### src/rtl/interval_value_table_defines.svh
// Assertion macros shared by the interval value table RTL.
`ifndef INTERVAL_VALUE_TABLE_DEFINES_SVH
`define INTERVAL_VALUE_TABLE_DEFINES_SVH

// same-cycle implication
`define IVT_ASSERT_IMPL(lbl, clk, rst, pre, post, msg) \
   lbl: assert property (@(posedge clk) disable iff (rst) (pre) |-> (post)) \
      else $error(msg);

// next-cycle implication
`define IVT_ASSERT_NEXT(lbl, clk, rst, pre, post, msg) \
   lbl: assert property (@(posedge clk) disable iff (rst) (pre) |=> (post)) \
      else $error(msg);

`endif

### src/rtl/ivt_pkg.sv
// Types and constants of the interval value table.
package ivt_pkg;

   localparam int TABLE_DEPTH = 16;
   localparam int KEY_BITS    = 16;
   localparam int VALUE_BITS  = 8;
   localparam int IDX_BITS    = (TABLE_DEPTH > 1) ? $clog2(TABLE_DEPTH) : 1;
   localparam int CNT_BITS    = $clog2(TABLE_DEPTH + 1);
   localparam int NEED_BITS   = CNT_BITS + 1;

   typedef logic [KEY_BITS-1:0]   key_type;
   typedef logic [VALUE_BITS-1:0] value_type;
   typedef logic [IDX_BITS-1:0]   idx_type;
   typedef logic [CNT_BITS-1:0]   cnt_type;
   typedef logic [NEED_BITS-1:0]  need_type;

   localparam logic OP_ASSIGN = 1'b0;
   localparam logic OP_LOOKUP = 1'b1;

   localparam logic [1:0] STATUS_DONE  = 2'd0;
   localparam logic [1:0] STATUS_EMPTY = 2'd1;
   localparam logic [1:0] STATUS_FULL  = 2'd2;

   // control broadcast to every cell
   typedef struct packed {
      logic      wr_b;
      logic      wr_e;
      logic      shl;
      logic      shr;
      cnt_type   shift_from;
      idx_type   lo;
      idx_type   lo_next;
      key_type   key_b;
      value_type value_b;
      key_type   key_e;
      value_type value_e;
   } cell_ctrl_type;

   // keys every cell compares against
   typedef struct packed {
      key_type key_b;
      key_type key_e;
      key_type key_q;
      cnt_type count;
   } cell_query_type;

   typedef struct packed {
      logic lt_b;
      logic lt_e;
      logic eq_e;
      logic le_q;
   } cell_flags_type;

endpackage

### src/rtl/ivt_cell.sv
// One boundary entry of the table: compares and shifts with its neighbours.
module ivt_cell (
   input  logic                    clock,
   input  ivt_pkg::idx_type        cell_idx,
   input  ivt_pkg::cell_ctrl_type  ctrl,
   input  ivt_pkg::cell_query_type query,
   input  ivt_pkg::key_type        left_key,
   input  ivt_pkg::value_type      left_value,
   input  ivt_pkg::key_type        right_key,
   input  ivt_pkg::value_type      right_value,
   output ivt_pkg::key_type        key_out,
   output ivt_pkg::value_type      value_out,
   output ivt_pkg::cell_flags_type flags
);

   ivt_pkg::key_type   key_ff,   key_in;
   ivt_pkg::value_type value_ff, value_in;
   logic               occ;
   logic               in_shift;

   assign occ      = ivt_pkg::cnt_type'(cell_idx) < query.count;
   assign in_shift = ivt_pkg::cnt_type'(cell_idx) >= ctrl.shift_from;

   assign flags.lt_b = occ && (key_ff <  query.key_b);
   assign flags.lt_e = occ && (key_ff <  query.key_e);
   assign flags.eq_e = occ && (key_ff == query.key_e);
   assign flags.le_q = occ && (key_ff <= query.key_q);

   always_comb begin
      key_in   = key_ff;
      value_in = value_ff;
      if (ctrl.wr_b && (cell_idx == ctrl.lo)) begin
         key_in   = ctrl.key_b;
         value_in = ctrl.value_b;
      end else if (ctrl.wr_e && (cell_idx == ctrl.lo_next)) begin
         key_in   = ctrl.key_e;
         value_in = ctrl.value_e;
      end else if (ctrl.shl && in_shift) begin
         key_in   = right_key;
         value_in = right_value;
      end else if (ctrl.shr && in_shift) begin
         key_in   = left_key;
         value_in = left_value;
      end
   end

   always_ff @(posedge clock) begin
      key_ff   <= key_in;
      value_ff <= value_in;
   end

   assign key_out   = key_ff;
   assign value_out = value_ff;

endmodule

### src/rtl/interval_value_table.sv
// Interval value table: a sorted row of boundary cells, each starting a run of one value, with
// keys below the first boundary reading the default register. An item is accepted when start is
// high and busy low. A lookup is compared in all cells in the cycle after acceptance and its
// result is registered and strobes in the cycle after the compare. An assign is compared the same way,
// then the entries above the interval move one cell per cycle until they sit just past the new
// boundaries, then the new boundaries are written. The tail moves from hi to lo + 1 + ins, where lo and
// hi are the first entries at or above begin and end and ins is 1 when end is not yet a boundary
// (0 otherwise). An ignored or refused assign strobes its result as a lookup does. The result
// strobe rsp_valid lasts one cycle and cannot be held off; busy is already low in that cycle.
module interval_value_table (
   input  logic                    clock,
   input  logic                    reset,
   input  logic                    start,
   output logic                    busy,
   input  logic                    req_op,
   input  logic [15:0]             req_key,
   input  logic [15:0]             req_key_end,
   input  logic [7:0]              req_value,
   output logic                    rsp_valid,
   output logic [7:0]              rsp_read_value,
   output logic [1:0]              rsp_status,
   input  logic                    csr_we,
   input  logic [7:0]              csr_wdata
);

`include "interval_value_table_defines.svh"

   typedef enum logic [1:0] {
      ST_IDLE,
      ST_EVAL,
      ST_SHIFT
   } state_type;

   state_type          state_ff, state_in;
   ivt_pkg::cnt_type   count_ff, count_in;
   ivt_pkg::value_type default_ff;
   logic               op_ff, op_in;
   ivt_pkg::key_type   key_ff, key_in;
   ivt_pkg::key_type   end_ff, end_in;
   ivt_pkg::value_type value_ff, value_in;
   ivt_pkg::cnt_type   lo_ff, lo_in;
   ivt_pkg::cnt_type   tgt_ff, tgt_in;
   ivt_pkg::cnt_type   cur_ff, cur_in;
   ivt_pkg::cnt_type   need_ff, need_in;
   logic               ins2_ff, ins2_in;
   ivt_pkg::value_type end_val_ff, end_val_in;
   logic               rsp_valid_ff, rsp_valid_in;
   ivt_pkg::value_type rsp_read_value_ff, rsp_read_value_in;
   logic [1:0]         rsp_status_ff, rsp_status_in;

   ivt_pkg::cell_ctrl_type  ctrl;
   ivt_pkg::cell_query_type query;
   ivt_pkg::key_type        cell_key   [ivt_pkg::TABLE_DEPTH];
   ivt_pkg::value_type      cell_val   [ivt_pkg::TABLE_DEPTH];
   ivt_pkg::cell_flags_type cell_flags [ivt_pkg::TABLE_DEPTH];
   logic [ivt_pkg::TABLE_DEPTH:0] lt_b_v, lt_e_v, le_q_v;
   logic [ivt_pkg::TABLE_DEPTH-1:0] eq_e_v;

   ivt_pkg::cnt_type   lo_c, hi_c;
   logic               ep_c;
   ivt_pkg::value_type q_sel_c, q_val_c;
   ivt_pkg::need_type  need_c, tgt_c;

   assign query.key_b = key_ff;
   assign query.key_e = end_ff;
   assign query.key_q = (op_ff == ivt_pkg::OP_LOOKUP) ? key_ff : end_ff;
   assign query.count = count_ff;

   assign lt_b_v[ivt_pkg::TABLE_DEPTH] = 1'b0;
   assign lt_e_v[ivt_pkg::TABLE_DEPTH] = 1'b0;
   assign le_q_v[ivt_pkg::TABLE_DEPTH] = 1'b0;

   for (genvar j = 0; j < ivt_pkg::TABLE_DEPTH; j++) begin : g_cell
      ivt_pkg::key_type   left_key, right_key;
      ivt_pkg::value_type left_value, right_value;

      if (j == 0) begin : g_first
         assign left_key   = '0;
         assign left_value = '0;
      end else begin : g_inner_l
         assign left_key   = cell_key[j-1];
         assign left_value = cell_val[j-1];
      end
      if (j == ivt_pkg::TABLE_DEPTH - 1) begin : g_last
         assign right_key   = '0;
         assign right_value = '0;
      end else begin : g_inner_r
         assign right_key   = cell_key[j+1];
         assign right_value = cell_val[j+1];
      end

      ivt_cell u_cell (
         .clock       (clock),
         .cell_idx    (ivt_pkg::idx_type'(j)),
         .ctrl        (ctrl),
         .query       (query),
         .left_key    (left_key),
         .left_value  (left_value),
         .right_key   (right_key),
         .right_value (right_value),
         .key_out     (cell_key[j]),
         .value_out   (cell_val[j]),
         .flags       (cell_flags[j])
      );

      assign lt_b_v[j] = cell_flags[j].lt_b;
      assign lt_e_v[j] = cell_flags[j].lt_e;
      assign le_q_v[j] = cell_flags[j].le_q;
      assign eq_e_v[j] = cell_flags[j].eq_e;
   end

   // cells are sorted, so each flag row is a thermometer; its edge gives the position
   always_comb begin
      lo_c    = '0;
      hi_c    = '0;
      q_sel_c = '0;
      for (int j = 0; j < ivt_pkg::TABLE_DEPTH; j++) begin
         if (lt_b_v[j] && !lt_b_v[j+1]) begin
            lo_c = lo_c | ivt_pkg::cnt_type'(j + 1);
         end
         if (lt_e_v[j] && !lt_e_v[j+1]) begin
            hi_c = hi_c | ivt_pkg::cnt_type'(j + 1);
         end
         if (le_q_v[j] && !le_q_v[j+1]) begin
            q_sel_c = q_sel_c | cell_val[j];
         end
      end
      ep_c    = |eq_e_v;
      q_val_c = le_q_v[0] ? q_sel_c : default_ff;
      need_c  = ivt_pkg::need_type'(count_ff) + (ep_c ? 2'd1 : 2'd2)
                - ivt_pkg::need_type'(hi_c - lo_c);
      tgt_c   = ivt_pkg::need_type'(lo_c) + (ep_c ? 2'd1 : 2'd2);
   end

   always_comb begin
      state_in          = state_ff;
      count_in          = count_ff;
      op_in             = op_ff;
      key_in            = key_ff;
      end_in            = end_ff;
      value_in          = value_ff;
      lo_in             = lo_ff;
      tgt_in            = tgt_ff;
      cur_in            = cur_ff;
      need_in           = need_ff;
      ins2_in           = ins2_ff;
      end_val_in        = end_val_ff;
      rsp_valid_in      = 1'b0;
      rsp_read_value_in = rsp_read_value_ff;
      rsp_status_in     = rsp_status_ff;

      ctrl            = '0;
      ctrl.lo         = lo_ff[ivt_pkg::IDX_BITS-1:0];
      ctrl.lo_next    = ivt_pkg::idx_type'(lo_ff + 1'b1);
      ctrl.key_b      = key_ff;
      ctrl.value_b    = value_ff;
      ctrl.key_e      = end_ff;
      ctrl.value_e    = end_val_ff;

      unique case (state_ff)
         ST_IDLE: begin
            if (start) begin
               op_in    = req_op;
               key_in   = req_key;
               end_in   = req_key_end;
               value_in = req_value;
               state_in = ST_EVAL;
            end
         end
         ST_EVAL: begin
            state_in          = ST_IDLE;
            rsp_valid_in      = 1'b1;
            rsp_read_value_in = '0;
            rsp_status_in     = ivt_pkg::STATUS_DONE;
            if (op_ff == ivt_pkg::OP_LOOKUP) begin
               rsp_read_value_in = q_val_c;
            end else if (key_ff >= end_ff) begin
               rsp_status_in = ivt_pkg::STATUS_EMPTY;
            end else if ((count_ff == '0) && (value_ff == default_ff)) begin
               rsp_status_in = ivt_pkg::STATUS_DONE;
            end else if (need_c > ivt_pkg::need_type'(ivt_pkg::TABLE_DEPTH)) begin
               rsp_status_in = ivt_pkg::STATUS_FULL;
            end else begin
               rsp_valid_in = 1'b0;
               lo_in        = lo_c;
               tgt_in       = tgt_c[ivt_pkg::CNT_BITS-1:0];
               cur_in       = hi_c;
               need_in      = need_c[ivt_pkg::CNT_BITS-1:0];
               ins2_in      = !ep_c;
               end_val_in   = q_val_c;
               state_in     = ST_SHIFT;
            end
         end
         ST_SHIFT: begin
            if (cur_ff == tgt_ff) begin
               ctrl.wr_b         = 1'b1;
               ctrl.wr_e         = ins2_ff;
               count_in          = need_ff;
               rsp_valid_in      = 1'b1;
               rsp_read_value_in = '0;
               rsp_status_in     = ivt_pkg::STATUS_DONE;
               state_in          = ST_IDLE;
            end else if (cur_ff > tgt_ff) begin
               // close the gap: the tail moves down one cell
               ctrl.shl        = 1'b1;
               ctrl.shift_from = cur_ff - 1'b1;
               cur_in          = cur_ff - 1'b1;
            end else begin
               // open room for the new boundaries
               ctrl.shr        = 1'b1;
               ctrl.shift_from = cur_ff + 1'b1;
               cur_in          = cur_ff + 1'b1;
            end
         end
         default: begin
            state_in = ST_IDLE;
         end
      endcase
   end

   always_ff @(posedge clock) begin
      if (reset) begin
         state_ff     <= ST_IDLE;
         count_ff     <= '0;
         default_ff   <= '0;
         rsp_valid_ff <= 1'b0;
      end else begin
         state_ff     <= state_in;
         count_ff     <= count_in;
         rsp_valid_ff <= rsp_valid_in;
         if (csr_we) begin
            default_ff <= csr_wdata;
         end
      end
      op_ff             <= op_in;
      key_ff            <= key_in;
      end_ff            <= end_in;
      value_ff          <= value_in;
      lo_ff             <= lo_in;
      tgt_ff            <= tgt_in;
      cur_ff            <= cur_in;
      need_ff           <= need_in;
      ins2_ff           <= ins2_in;
      end_val_ff        <= end_val_in;
      rsp_read_value_ff <= rsp_read_value_in;
      rsp_status_ff     <= rsp_status_in;
   end

   assign busy           = (state_ff != ST_IDLE);
   assign rsp_valid      = rsp_valid_ff;
   assign rsp_read_value = rsp_read_value_ff;
   assign rsp_status     = rsp_status_ff;

   `IVT_ASSERT_NEXT(a_accept_busy, clock, reset, start && !busy, busy, "accepted item not taken")
   `IVT_ASSERT_NEXT(a_single_strobe, clock, reset, rsp_valid, !rsp_valid, "back-to-back results")
   `IVT_ASSERT_IMPL(a_strobe_idle, clock, reset, rsp_valid, !busy, "result while still working")
   `IVT_ASSERT_IMPL(a_count_bound, clock, reset, 1'b1, count_ff <= ivt_pkg::cnt_type'(ivt_pkg::TABLE_DEPTH), "entry count overflow")
   `IVT_ASSERT_IMPL(a_shift_target, clock, reset, state_ff == ST_SHIFT, (tgt_ff > lo_ff) && (tgt_ff <= ivt_pkg::cnt_type'(ivt_pkg::TABLE_DEPTH)), "shift target out of range")

endmodule

### config.mk
export PLATFORM = sky130hd
export DESIGN_NAME = interval_value_table
export DESIGN_NICKNAME = d
export VERILOG_FILES = /design/src/rtl/ivt_pkg.sv /design/src/rtl/ivt_cell.sv /design/src/rtl/interval_value_table.sv
export VERILOG_INCLUDE_DIRS = /design/src /design/src/rtl
export SDC_FILE = /design/constraint.sdc
export NUM_CORES = 2
export LEC_CHECK = 0
export ABC_AREA = 1
export BUFFER_PORTS_ARGS = -buffer_cell sky130_fd_sc_hd__buf_2
export CORE_MARGIN = 10
export CORE_UTILIZATION = 25
export CTS_CLUSTER_DIAMETER = 40
export DETAILED_ROUTE_END_ITERATION = 6
export GPL_TIMING_DRIVEN = 0
export PLACE_DENSITY = 0.45
export SKIP_LAST_GASP = 1
export SYNTH_ARGS = -nofsm -noshare
export SYNTH_HDL_FRONTEND = slang
export SYNTH_SLANG_ARGS = --single-unit
### constraint.sdc
create_clock -name clock -period 7.5 [get_ports clock]
set_input_delay 1.5 -clock clock [delete_from_list [all_inputs] [get_ports clock]]
set_output_delay 1.5 -clock clock [all_outputs]
set_load 0.02 [all_outputs]
Yosys cells after proc, flatten, opt, wreduce, memory -nomap -nowiden
Cells that the tools add are included.
{"block": "totals", "ff_bits": 479, "inputBits": 53, "output_inout_bits": 12, "wordCells": 675}
{"block": "op_classes", "addsub": 7, "order_cmp": 83, "eq_ne": 57, "mux": 212, "bitwise": 19, "n_reduce_logical": 249}
{"cell": "2-to-1 mux 16 bit", "count": 65}
{"cell": "2-to-1 mux 8 bit", "count": 83}
{"cell": "< comparator 16 bit", "count": 32}
{"cell": "equality test 16 bit", "count": 16}
{"cell": "<= comparator 16 bit", "count": 16}
{"cell": "logical AND 1 bit", "count": 174}
{"cell": "bitwise OR 8 bit", "count": 15}
{"cell": "equality test 4 bit, first input constant", "count": 16}
{"cell": "2-to-1 mux 4 bit", "count": 16}
{"cell": "nonzero test 4 bit", "count": 16}
{"cell": "logical NOT 1 bit", "count": 46}
{"cell": "greater-or-equal comparator 4 x 5 -> 1 bit, first input constant", "count": 8}
{"cell": "< comparator 4 x 5 -> 1 bit, first input constant", "count": 8}
{"cell": "2-to-1 mux 5 bit", "count": 8}
{"cell": "equality test 3 x 4 -> 1 bit, first input constant", "count": 8}
{"cell": "2-to-1 mux 2 bit", "count": 16}
{"cell": "2-to-1 mux 3 bit", "count": 8}
{"cell": "greater-or-equal comparator 3 x 5 -> 1 bit, first input constant", "count": 4}
{"cell": "< comparator 3 x 5 -> 1 bit, first input constant", "count": 4}
{"cell": "equality test 2 x 4 -> 1 bit, first input constant", "count": 4}
{"cell": "greater-or-equal comparator 16 bit", "count": 1}
{"cell": "one-hot mux 8 bit (2 select lines)", "count": 1}
{"cell": "OR reduction 16 bit", "count": 1}
{"cell": "!= test 2 bit, second input constant", "count": 7}
{"cell": "other kinds (33)", "count": 54}

Depth between registers and ports, before layout
{"block": "depth", "depth_word": 39, "ltp_mapped": 30, "ltp_nobuf": 29}

By module
From an unflattened synthesis, not the netlist that was laid out.
{"block": "hier_totals", "cells_unflattened": 9479, "hier_area_um2": 61856.8}
{"mod": "ivt_cell (g_cell[0].u_cell ...)", "instances": 15, "cells_per_inst": 542, "area_per_inst_um2": 3463.3, "seq_area_each_um2": 720.7}
{"mod": "interval_value_table", "instances": 1, "cells_per_inst": 793, "area_per_inst_um2": 6404.9, "seq_area_each_um2": 2692.6}
{"mod": "ivt_cell (g_cell[9].u_cell)", "instances": 1, "cells_per_inst": 556, "area_per_inst_um2": 3502.1, "seq_area_each_um2": 720.7}

Worst setup path after synthesis
OpenSTA, ideal clock, no wires.
{"block": "synth_path", "kind": "register to register", "startpoint": "register key_ff[13]", "endpoint": "register end_val_ff[0] (enable)", "setup_time_ns": 0.378, "t_arrival_ns": 5.289, "t_required_ns": 7.122, "path_slack_ns": 1.833, "stages_incl_launch_ff": 25, "path_buffers": 1, "cell_sequence": "edfxtp_1 > inv_1 > clkbuf_1 > ha_1 > nand2_1 > inv_1 > o21ai_0 > nand2_1 > a21oi_1 > nand3_1 > nand2_1 > nand2_1 > nor3_1 > nand3_1 > fa_1 > fa_1 > ha_1 > inv_1 > fa_1 > inv_1 > o41ai_1 > nand2_1 > inv_1 > nand3_1 > inv_1"}
{"block": "synth_between", "word_cells_on_any_way": 85, "classes_between": "add/sub (2); order compare (18); mux (16); bitwise (2); reduce/logical (47)"}
{"element": "start: declaration", "line_no": "interval_value_table.sv:38", "source": "ivt_pkg::key_type key_ff, key_in;"}
{"element": "start signal: assignment", "line_no": "interval_value_table.sv:236", "source": "key_ff <= key_in;"}
{"element": "< comparator 16 bit", "line_no": "ivt_cell.sv:24", "source": "assign flags.lt_b = occ && (key_ff < query.key_b);"}
{"element": "logical AND 1 bit", "line_no": "ivt_cell.sv:24"}
{"element": "logical NOT 1 bit", "line_no": "interval_value_table.sv:118", "source": "if (lt_b_v[j] && !lt_b_v[j+1]) begin"}
{"element": "logical AND 1 bit", "line_no": "interval_value_table.sv:118"}
{"element": "2-to-1 mux 2 bit (2 in series)", "line_no": "interval_value_table.sv:118"}
{"element": "2-to-1 mux 3 bit (4 in series)", "line_no": "interval_value_table.sv:118"}
{"element": "2-to-1 mux 4 bit (7 in series)", "line_no": "interval_value_table.sv:118"}
{"element": "2-to-1 mux 4 bit *", "line_no": "interval_value_table.sv:118"}
{"element": "2-to-1 mux 5 bit *", "line_no": "interval_value_table.sv:118"}
{"element": "via lo_c[1]", "line_no": "interval_value_table.sv:59", "source": "ivt_pkg::cnt_type lo_c, hi_c;"}
{"element": "subtractor 5 x 5 -> 6 bit *", "line_no": "interval_value_table.sv:131", "source": "- ivt_pkg::need_type'(hi_c - lo_c);"}
{"element": "subtractor 6 bit *", "line_no": "interval_value_table.sv:131"}
{"element": "via need_c[2]", "line_no": "interval_value_table.sv:62", "source": "ivt_pkg::need_type need_c, tgt_c;"}
{"element": "greater-than comparator 6 x 5 -> 1 bit *", "line_no": "interval_value_table.sv:181", "source": "end else if (need_c > ivt_pkg::need_type'(ivt_pkg::TABLE_DEPTH)) begin"}
{"element": "NOT 1 bit (no source line) *"}
{"element": "AND reduction 5 bit (no source line) *"}
{"element": "end signal: assignment", "line_no": "interval_value_table.sv:244", "source": "end_val_ff <= end_val_in;"}
{"element": "end: declaration", "line_no": "interval_value_table.sv:46", "source": "ivt_pkg::value_type end_val_ff, end_val_in;"}
The timed path passes the listed nets; every way through them passes the cells marked *.
A chain may end at the register's enable or synchronous reset.

Worst setup path after layout
{"block": "layout_path", "startpoint": "register count_ff[4]", "endpoint": "register state_ff[1]"}
{"block": "layout_between", "elab_chain_cells": 28, "word_cells_on_any_way": 169, "classes_between": "add/sub (3); order compare (17); mux (38); reduce/logical (111)"}
{"element": "start: declaration", "line_no": "interval_value_table.sv:35", "source": "ivt_pkg::cnt_type count_ff, count_in;"}
{"element": "start signal: assignment", "line_no": "interval_value_table.sv:229", "source": "count_ff <= count_in;"}
{"element": "< comparator 1 x 5 -> 1 bit", "line_no": "ivt_cell.sv:21", "source": "assign occ = ivt_pkg::cnt_type'(cell_idx) < query.count;"}
{"element": "logical AND 1 bit, on equally long branches", "line_no": "ivt_cell.sv:25, ivt_cell.sv:24"}
{"element": "logical NOT 1 bit, on equally long branches", "line_no": "interval_value_table.sv:121, interval_value_table.sv:118"}
{"element": "logical AND 1 bit, on equally long branches", "line_no": "interval_value_table.sv:121, interval_value_table.sv:118"}
{"element": "2-to-1 mux 1 bit, on equally long branches", "line_no": "interval_value_table.sv:121, interval_value_table.sv:118"}
{"element": "2-to-1 mux 2 bit, on equally long branches (2 in series)", "line_no": "interval_value_table.sv:121, interval_value_table.sv:118"}
{"element": "2-to-1 mux 3 bit, on equally long branches (4 in series)", "line_no": "interval_value_table.sv:121, interval_value_table.sv:118"}
{"element": "2-to-1 mux 4 bit, on equally long branches (8 in series)", "line_no": "interval_value_table.sv:121, interval_value_table.sv:118"}
{"element": "[2 not listed]"}
{"element": "subtractor 6 bit *", "line_no": "interval_value_table.sv:131"}
{"element": "via need_c[2]", "line_no": "interval_value_table.sv:62"}
{"element": "greater-than comparator 6 x 5 -> 1 bit *", "line_no": "interval_value_table.sv:181"}
{"element": "2-to-1 mux 2 bit *", "line_no": "interval_value_table.sv:181"}
{"element": "2-to-1 mux 2 bit *", "line_no": "interval_value_table.sv:179", "source": "end else if ((count_ff == '0) && (value_ff == default_ff)) begin"}
{"element": "2-to-1 mux 2 bit *", "line_no": "interval_value_table.sv:177", "source": "end else if (key_ff >= end_ff) begin"}
{"element": "2-to-1 mux 2 bit *", "line_no": "interval_value_table.sv:175", "source": "if (op_ff == ivt_pkg::OP_LOOKUP) begin"}
{"element": "one-hot mux 2 bit (3 select lines) *", "line_no": "interval_value_table.sv:160", "source": "unique case (state_ff)"}
{"element": "end signal: assignment", "line_no": "interval_value_table.sv:228", "source": "state_ff <= state_in;"}
{"element": "end: declaration", "line_no": "interval_value_table.sv:34", "source": "state_type state_ff, state_in;"}
Marks and branches as above.

==> reports/metrics.csv <==
metric,value,unit
clk_path_buf_depth,3,
end_kind,register,
max_freq,135,MHz
crit_family,simple AND/OR/NAND/NOR gates,
setup.worst_path.start,count_ff[4],
max-vdd-ir-drop,0.000218,V
worst_path_max_delay_cell,nor2_1,
hold_slack,0.539,ns
failed_checks,"design-rule violations, max-capacitance violations",
dr.pass1.iters,7,
vias,50000,
ff2ff_setup_slack,0.1,ns
cp.required,8.17,ns
switchingPower,0.00941,W
syn_nets,7088,
cp-start-kind,register,
rsz0062_at_grt,yes,
ctsHoldBuffers,0,
place.gp.congestion,0.974,
clockRootBuffer,clkbuf_16,
crit_end,state_ff[1],
rows,159,
worst_path_most_repeated_cell,inv_1,
critPathKind,register to register,
grt_overflow_total,0,
grtUsageTotal,23.6,%
nNetsFinal,7382,
p_seq_share,25.0,%
finalSetupViolCount,0,
cts.sinks,479,
grt_pass1_vias,46400,
holdCritPathClass,register to register,
ctsHtreeMaxLevel,3,
cap_violations,1,
switching_share,46.5,%
antenna_found_initial,5,
yosysWarnings,0,
yosys_register_bits,479,
setup_tns,0,ns
area_growth,19.9,%
critPathArrivalTime,8.07,ns
yosysSeqAreaShare,30.1,%
syn_area_per_cell,7.59,um^2
synth_edf_count,463,
portBuffers,64,
drv_slew,0,
p_clk_share,27.8,%
grt_pass1_wl,350,mm
finalHoldViolCount,0,
die_w,455,um
detail_route.iter0.violations,6349,
ff2ff_path_depth,24,
num-fill-cells,20200,
num_io_pins,65,
layout-drive-gt1-share,9.00,%
worstPathMaxFanout,24,
synthDistinctLibCells,58,
status,finished with violations,
r2r-end,state_ff[1],
internal_power,0.0108,W
grt_max_degree,32,
pwr-share-comb,47.2,%
synthCells,6236,
max_stage_delay,0.87,ns
maxSlewHeadroom,1.29,%
final_antenna_net_count,0,
hpwl,203,mm
regArea,14200,um^2
finClkSkew,0.0639,ns
final_core_util,30.2,%
totalWireLength,257,mm
die_h,455,um
place_inst,8849,
clk_pin_slew,0.06,ns
syn_area,47300,um^2
wl_per_cell,28.2,um
p_per_area,357,nW/um^2
vias_per_cell,5.47,
dieArea,207000,um^2
finalCritPeriodShare,98.7,%
worstReg2RegStart,count_ff[4],
worstMarginPinSlew,1.47,ns
synth-main-ff-cell,edfxtp_1,
cp.depth,24,
fin_crit,7.40,ns
crit_chain,buf_2 -> nor2_4 -> inv_1 -> nor2_1 -> inv_1 -> nor2_1 -> inv_1 -> nand4_1 -> o31ai_1 -> a31oi_1 -> and3_1 -> nand4_1 -> inv_1 -> fa_1 -> ha_1 -> inv_1 -> fa_1 -> inv_1 -> o41ai_1 -> nand2_1 -> inv_1 -> nand3_1 -> clkinvlp_4 -> o21a_1,
drc,5,
async_flop_share,0,%
multi_input_area,29600,um^2
initial_core_util,25.2,%
cts_buffers,120,
p_leak,25.9,nW
insertion_delay,0.79,ns
coreArea,188000,um^2
crit_buf_inv,9,
cts_tree,done,
layoutNonFillerInstCount,9135,
## timing repair
action | CTS | global route
buffers inserted | 2 | 44
gates cloned | 1 | 8
setup endpoints to repair | 29 | 29
resized for setup | 4 | 13
## cell usage after synthesis (3+ instances only)
cell type / n / area share (%)
ha_1: 791 / 21
a211oi_1: 14 / 0.22
nor3_1: 57 / 0.60
edfxtp_1: 463 / 29
a32oi_1: 3 / 0.056
inv_2: 29 / 0.23
xnor2_1: 4 / 0.074
buf_4: 11 / 0.17
nor4_1: 11 / 0.15
buf_1: 22 / 0.17
and2_1: 3 / 0.040
xor2_1: 6 / 0.11
or2_2: 3 / 0.040
nor3b_1: 3 / 0.048
clkbuf_1: 178 / 1.4
o221ai_1: 22 / 0.41
inv_1: 613 / 4.9
buf_6: 3 / 0.071
a21boi_0: 3 / 0.048
o21a_1: 38 / 0.60
buf_2: 67 / 0.71
o31ai_1: 4 / 0.063
nor2_2: 15 / 0.20
nand2_2: 10 / 0.13
nand3b_1: 32 / 0.51
nand2_1: 1186 / 9.4
o211ai_1: 18 / 0.29
o2111ai_1: 3 / 0.056
nor2_4: 14 / 0.33
clkinv_1: 5 / 0.040
o21ai_1: 22 / 0.23
a21oi_1: 954 / 10
nand4_1: 66 / 0.87
fa_1: 8 / 0.34
nor2_1: 455 / 3.6
and3_1: 3 / 0.040
a21o_1: 23 / 0.36
a22oi_1: 195 / 3.1
nand3_1: 518 / 5.5
dfxtp_1: 16 / 0.68
a31oi_1: 3 / 0.040
o21ai_0: 321 / 3.4
## cell usage in the layout (no fill, tap or decap), types with 9 or more instances in the layout
cell type	n
dfxtp_1	16
nand2_1	1186
nor3_1	56
ha_1	791
o221ai_1	22
buf_4	73
nor2_4	14
clkinvlp_4	22
clkbuf_2	14
nand3_1	514
buf_12	9
a22oi_1	195
clkinv_1	20
clkbuf_16	122
bufinv_16	21
o21a_1	38
nor2_2	15
nand4_1	66
clkinv_2	27
edfxtp_1	463
nor2_1	455
buf_1	22
o21ai_4	9
inv_1	597
a211oi_1	13
inv_2	34
clkinv_4	11
nand2_2	10
nand3b_1	32
a21oi_1	954
buf_2	133
o211ai_1	18
o21ai_1	24
a21o_1	23
clkbuf_1	170
buf_16	26
o21ai_0	302
nor4_1	10
## layer usage
layer / part of all wire, % / up-vias / track usage, %
met1: 42 / 24000 / 31.8
met4: 5.9 / 4 / 12.6
met3: 8.4 / 549 / 3.74
met5: 0.010 / - / 0
met2: 43 / 2711 / 36.3
li1: - / 22700 / -
## through the flow
step	total power, W	cell area, um^2	setup WS (ns)
after CTS	0.0199	56300	0.0188
final	0.0202	56800	0.0957
after global placement	0.0136	50800	-2.05
after global routing	0.0214	56700	-0.0219
after floorplan	0.0102	47300	1.83
after detailed placement	0.0142	52000	-0.775
## worst reg2reg max path: cells and delay by family, from the launching register on
family	cells	cell delay (ns)
AND/OR/NAND/NOR	8	2.72
buffers and inverters	9	2.42
AO/OA/AOI/OAI	4	0.75
flip-flops	1	0.29
adder cells (fa/ha/maj)	3	1.11
## area by class of cell
| class | count | share of cell area [%] |
|---|---|---|
| buffer | 281 | 2.15 |
| clock buffer | 131 | 5.46 |
| multi-input combinational | 4828 | 52.2 |
| inverter | 647 | 4.35 |
| clock inverter | 98 | 2.11 |
| antenna | 3 | 0.0132 |
| timing repair buffer | 164 | 3.04 |
| tap | 2495 | 5.50 |
| sequential | 479 | 25.1 |
| timing repair inverter | 9 | 0.0838 |
## worst min path at each step
stage | slack (ns) | end | from | cells after the start
after floorplan | 0.49 | count_ff[1] | need_ff[1] | 2
after global placement | 0.51 | count_ff[0] | need_ff[0] | 2
after detailed placement | 0.53 | count_ff[1] | need_ff[1] | 2
after CTS | 0.54 | count_ff[1] | need_ff[1] | 2
final | 0.54 | count_ff[1] | need_ff[1] | 2
after global routing | 0.55 | count_ff[1] | need_ff[1] | 2
## power by group through the flow
stage               logic, W  clock network (W)  registers (W)
finish               0.00956            0.00563        0.00505
global route          0.0105            0.00579        0.00508
CTS                  0.00918            0.00567        0.00506
detailed placement   0.00911                  0        0.00511
global placement     0.00846                  0        0.00517
floorplan            0.00566                  0        0.00454
## kinds of logic after synthesis
| family | synth area share, % |
|---|---|
| and+or+nand+nor | 21.6 |
| xor gates and xnor gates | 0.185 |
| DFF | 30.1 |
| buffers and inverters | 7.68 |
| AOI/OAI and AO/OA | 19.2 |
| adders and majority gates | 21.2 |
## state kept, by name (all words and copies together) (netlist names), 2 cells and up
register,cells
g_cell.u_cell.key_out,256
key_ff,16
cur_ff,5
tgt_ff,5
value_ff,8
rsp_read_value,8
need_ff,5
default_ff,8
end_val_ff,8
g_cell.u_cell.value_out,128
lo_ff,4
state_ff,2
end_ff,16
count_ff,5
rsp_status,2
Power figures use the tool's default switching activity.
